<file path="config.mk">
export PLATFORM = sky130hd
export DESIGN_NAME = dgl_div
export DESIGN_NICKNAME = d
export VERILOG_FILES = /design/src/hw/rtl/dgl_pkg.sv /design/src/hw/rtl/dgl_div.sv
export SDC_FILE = /design/constraint.sdc
export NUM_CORES = 1
export LEC_CHECK = 0
export BUFFER_PORTS_ARGS = -buffer_cell sky130_fd_sc_hd__buf_4
export CAP_MARGIN = 25
export CORE_MARGIN = 2
export CORE_UTILIZATION = 56
export DETAILED_ROUTE_END_ITERATION = 10
export PLACE_DENSITY = 0.81
export SLEW_MARGIN = 20
export SYNTH_ARGS = -nofsm -noshare
export SYNTH_HDL_FRONTEND = slang
export SYNTH_SLANG_ARGS = --single-unit
</file>
<file path="constraint.sdc">
create_clock -name i_clk -period 4.13 [get_ports i_clk]
set_clock_uncertainty 0.05 [all_clocks]
set_input_delay 0.2065 -clock i_clk [delete_from_list [all_inputs] [get_ports i_clk]]
set_output_delay 0.2065 -clock i_clk [all_outputs]
set_load 0.02 [all_outputs]
</file>
<file path="src/hw/rtl/dgl_pkg.sv">
package dgl_pkg;

    localparam logic [31:0] COUNT_MAX_DEF = 32'd65535;
    localparam int          QLEVELS_DEF   = 256;

    localparam int SUM_W  = 37;   // sum of nine 33-bit products
    localparam int QUOT_W = 32;
    localparam int NUM_W  = 64;

    localparam logic [1:0] ALLELE_REF = 2'd0;
    localparam logic [1:0] ALLELE_ALT = 2'd1;

    localparam logic CFG_MIX   = 1'b0;
    localparam logic CFG_FLOOR = 1'b1;

    localparam logic [31:0] ONE_Q31  = 32'h8000_0000;
    localparam logic [31:0] LN2_Q32  = 32'd2977044472;
    localparam logic [31:0] RATIO_Q32 = 32'd3411613790;
    // 31*ln2 at Q.56: (31 << 24) * ln2
    localparam logic [63:0] LOG_OFF = 64'(64'd31 << 24) * 64'(LN2_Q32);

    typedef logic [255:0][31:0] t_qtab;

    // Phred error table: entry q = 10^(-q/10) in Q1.31
    function automatic t_qtab build_qtab();
        t_qtab       t;
        logic [63:0] acc;
        logic [63:0] rhi;
        logic [63:0] rlo;
        acc  = 64'd1 << 47;
        rhi  = 64'(RATIO_Q32 >> 16);
        rlo  = 64'(RATIO_Q32 & 32'hFFFF);
        t[0] = ONE_Q31;
        for (int q = 1; q < 256; q++) begin
            acc  = (acc * rhi + ((acc * rlo + 64'h8000) >> 16) + 64'h8000) >> 16;
            t[q] = 32'((acc + 64'h8000) >> 16);
        end
        return t;
    endfunction

    localparam t_qtab QTAB = build_qtab();

endpackage

</file>
<file path="src/hw/rtl/dgl_div.sv">
// Restoring divider, one quotient bit per cycle. Quotient must fit QUOT_W bits.
module dgl_div (
    input  logic                       i_clk,
    input  logic                       i_rst_n,
    input  logic                       i_start,
    input  logic [dgl_pkg::NUM_W-1:0]  i_num,
    input  logic [dgl_pkg::SUM_W-1:0]  i_den,   // held stable while busy
    output logic                       o_done,
    output logic [dgl_pkg::QUOT_W-1:0] o_quot
);
    localparam int SW = dgl_pkg::SUM_W;
    localparam int QW = dgl_pkg::QUOT_W;

    logic          r_busy;
    logic          r_done;
    logic [5:0]    r_cnt;
    logic [SW-1:0] r_rem;
    logic [QW-1:0] r_lo;
    logic [QW-1:0] r_q;
    logic [SW:0]   n_trial;
    logic          n_ge;

    assign n_trial = {r_rem, r_lo[QW-1]};
    assign n_ge    = n_trial >= {1'b0, i_den};

    always_ff @(posedge i_clk) begin
        if (!i_rst_n) begin
            r_busy <= 1'b0;
            r_done <= 1'b0;
            r_cnt  <= '0;
        end else begin
            r_done <= 1'b0;
            if (i_start) begin
                r_rem  <= SW'(i_num[dgl_pkg::NUM_W-1:QW]);
                r_lo   <= i_num[QW-1:0];
                r_cnt  <= 6'(QW);
                r_busy <= 1'b1;
            end else if (r_busy) begin
                r_rem <= n_ge ? SW'(n_trial - {1'b0, i_den}) : n_trial[SW-1:0];
                r_q   <= {r_q[QW-2:0], n_ge};
                r_lo  <= {r_lo[QW-2:0], 1'b0};
                r_cnt <= r_cnt - 6'd1;
                if (r_cnt == 6'd1) begin
                    r_busy <= 1'b0;
                    r_done <= 1'b1;
                end
            end
        end
    end

    assign o_done = r_done;
    assign o_quot = r_q;

endmodule
</file>
==> summary.md <==
| Metric | Value |
|---|---|
| Most frequent cells in the layout | 141 x buf_4, 101 x edfxtp_1, 66 x a21oi_1, 51 x nor2_1, 50 x inv_1 |
| Row Count | 39 |
| TritonCTS clock tree | built |
| Final-layout fill cell count | around 880 |
| Syn Area/Cell | 10.5 µm² |
| Worst VDD drop | 0.251 mV |
| CTS buffer count | 9 |
| Commonest non-fill, non-tap cell in the layout | buf_4 |
| LEAKAGE | 3.42 nW |
| Post-CTS resize count | 0 |
| Initial DRC Count | around 430 |
| H-tree levels | 3 |
| Synth Warn # | 0 |
| Mux cell area share after synthesis | 7.47% |
| Post-CTS Setup Bufs | 0 |
| Post-DP Area | between 7000 and 8000 µm² |
| Ranking of synthesized cells by area | edfxtp_1 45%, ha_1 7.3%, mux2_2 5.4% |
| Worst-Margin Slew | about 0.73 ns |
| Vias in the first global route | about 5100 |
| Area Overhead vs Synth | 20.9% |
| Setup TNS | 0 ns |
| Overall Power | 3.00 mW |
| Vias | between 5000 and 6000 |
| Simple-Gate Fraction of Synth Area | 11.1% |
| Post-synth EDFFs | 101 |
| Ratio of cells with drive above 1 in the final layout | between 20% and 30% |
| Hold Path Class | in -> reg |
| Fin. Hold Viols | 0 |
| Final Slew Violations | 0 |
| DR DRC count | 0 |
| Required time worst endpoint | between 4 and 5 ns |
| Synth Area in XOR/XNOR | 4.44% |
| Count of cell types in the netlist | 63 |
| Avg Vias per Cell | ~5.7 |
| I/O pin count | ~140 |
| Routed WL | 15200 µm |
| RSZ-0062 raised after global routing | no |
| Initial antenna violation count | 0 |
| GRT Total Usage | roughly a quarter |
| Tmin final | about 3.7 ns |
| Max-capacitance violation count | 0 |
| Pwr Density | 370 nW/µm² |
| Post-synthesis instance area | about 6700 µm² |
| Hold Buf Count CTS | 0 |
| Max Fclk | around 270 MHz |
| Status | completed |
| RD Place Congestion | ~0.95 |
| Adder-cell area share of the yosys netlist | under 10% |
| Core area | 11600 µm² |
| Pin count of the biggest net entering global routing | 54 |
| Final ANT Viol Nets | 0 |
| Synth top area share | between 40% and 50% |
| Root buffer cell | clkbuf_16 |
| Crit Path Category | reg -> reg |
| Compound-cell area share of the yosys netlist | between 15 and 20% |
| Crit path DAT | 3.72 ns |
| Antenna diodes | 0 |
| Max FO, Critical Path | 27 |
| Largest family of logic cells by synthesized area | compound AO/OA/AOI/OAI gates |
| Setup violators final | 0 |
| CP Capture Type | register |
| FF+latch count, synth | 109 |
| Nets | around 910 |
| Leading area contributor after synthesis | edfxtp_1 |
| Clock Tree Buf Depth | 2 |
| First-pass GRT wire length | 24400 µm |
| Design Area, Final | approximately 8100 µm² |
| DRT Pass-1 Iters | 6 |
| DP Wirelength | 11000 µm |
| CTS sink count | 109 |
| Die X-Extent | roughly 110 µm |
| Clk_lat worst skew | about 0.35 ns |
| Syn Nets | slightly below 800 |
| Fin crit share | between 80% and 90% |
| I/O Buffers | 136 |
| Async SR Flop Fraction | 0% |
| Critical Path Start Type | register |
| Worst slack at placement | about 0.46 ns |
| Routed len/inst | 16.7 µm |
| GR Overflow Total | 0 |
| Post-synthesis cell count | between 600 and 700 |
| DIE HEIGHT | 113 µm |
| Ys flop type | edfxtp_1 |
| Worst Setup Slack, final | 0.450 ns |
| Die area | about 13000 µm² |
| Initial cell density of the core | 58.0% |
| Hold WS | around 0.085 ns |
| Worst rel slew slack | about half |
| Clock slew at reported path FFs | ~0.08 ns |
| Post-synthesis sequential area ratio | about 48% |
==> report_power, final <==
| group | internal (mW) | total [mW] | switching [mW] |
|---|---|---|---|
| logic | 0.376 | 0.835 | 0.459 |
| registers | 1.30 | 1.33 | 0.0336 |
| clock network | 0.415 | 0.831 | 0.416 |
==> sequential cells by signal, indices dropped and copies added, names as in the netlist <==
name and cells:
r_cnt 6, r_lo 32, o_done 1, r_busy 1
r_rem 37, o_quot 32
==> critical path: stages (launching register included) <==
cell      delay (ns)
edfxtp_1        0.44
ha_1            0.42
a21o_1          0.24
a31o_2          0.27
nor2_1          0.16
a22o_1          0.28
nor2_8          0.05
a41oi_4         0.28
and2_4          0.42
inv_1           0.29
buf_12          0.25
mux2i_1         0.17
a21oi_1         0.09
==> metal layers <==
metal / track usage, % / part of all wire (%)
met1: 32.2 / 46
met2: 39.2 / 48
met3: 4.99 / 5.9
met4: 4.72 / 0.78
met5: 0 / 0
==> Yosys cell counts, types with 7 or more instances <==
cell type  instances
edfxtp_1         101
a21oi_1           66
nor2_1            52
inv_1             51
nand2_1           48
ha_1              39
mux2_2            32
o21ai_0           24
xnor2_1           19
clkbuf_1          18
xor2_1            15
mux2i_1           14
a21o_1            12
nand3_1           12
a31oi_1           10
nand4_1            9
dfxtp_1            8
nor3_1             8
o211ai_1           8
a2bb2oi_1          7
and3_1             7
buf_2              7
o21a_1             7
==> through the flow <==
step | std cells | util [%]
final | 910 | 70.1
after global routing | 910 | 70.1
after CTS | 910 | 70.1
after detailed placement | 894 | 67.7
after global placement | 894 | 67.7
after floorplan | 639 | -
==> logic make-up after synthesis <==
family / after synthesis
AOI/OAI and AO/OA: 171
DFF: 109
buffers and inverters: 82
muxes: 46
adders and majority gates: 40
xor gates and xnor gates: 34
and+or+nand+nor: 157
==> worst paths after layout <==
kind	from	slack (ns)	depth (start not counted)	to
max reg2reg	r_rem[14]$_DFFE_PP_	0.45	12	r_rem[4]$_DFFE_PP_
max	r_rem[14]$_DFFE_PP_	0.45	12	r_rem[4]$_DFFE_PP_
min	i_num[38]	0.08	3	r_rem[6]$_DFFE_PP_
min reg2reg	o_quot[1]$_DFFE_PP_	0.41	0	o_quot[2]$_DFFE_PP_
==> layout make-up <==
type	count	area (µm²)	area share [%]
tap	143	179	2.21
inverter	52	195	2.41
clock buffer	10	229	2.83
multi-input combinational	448	3180	39.3
timing repair buffer	142	1080	13.3
clock inverter	6	46.3	0.571
sequential	109	3190	39.4
Power figures use the tool's default switching activity.
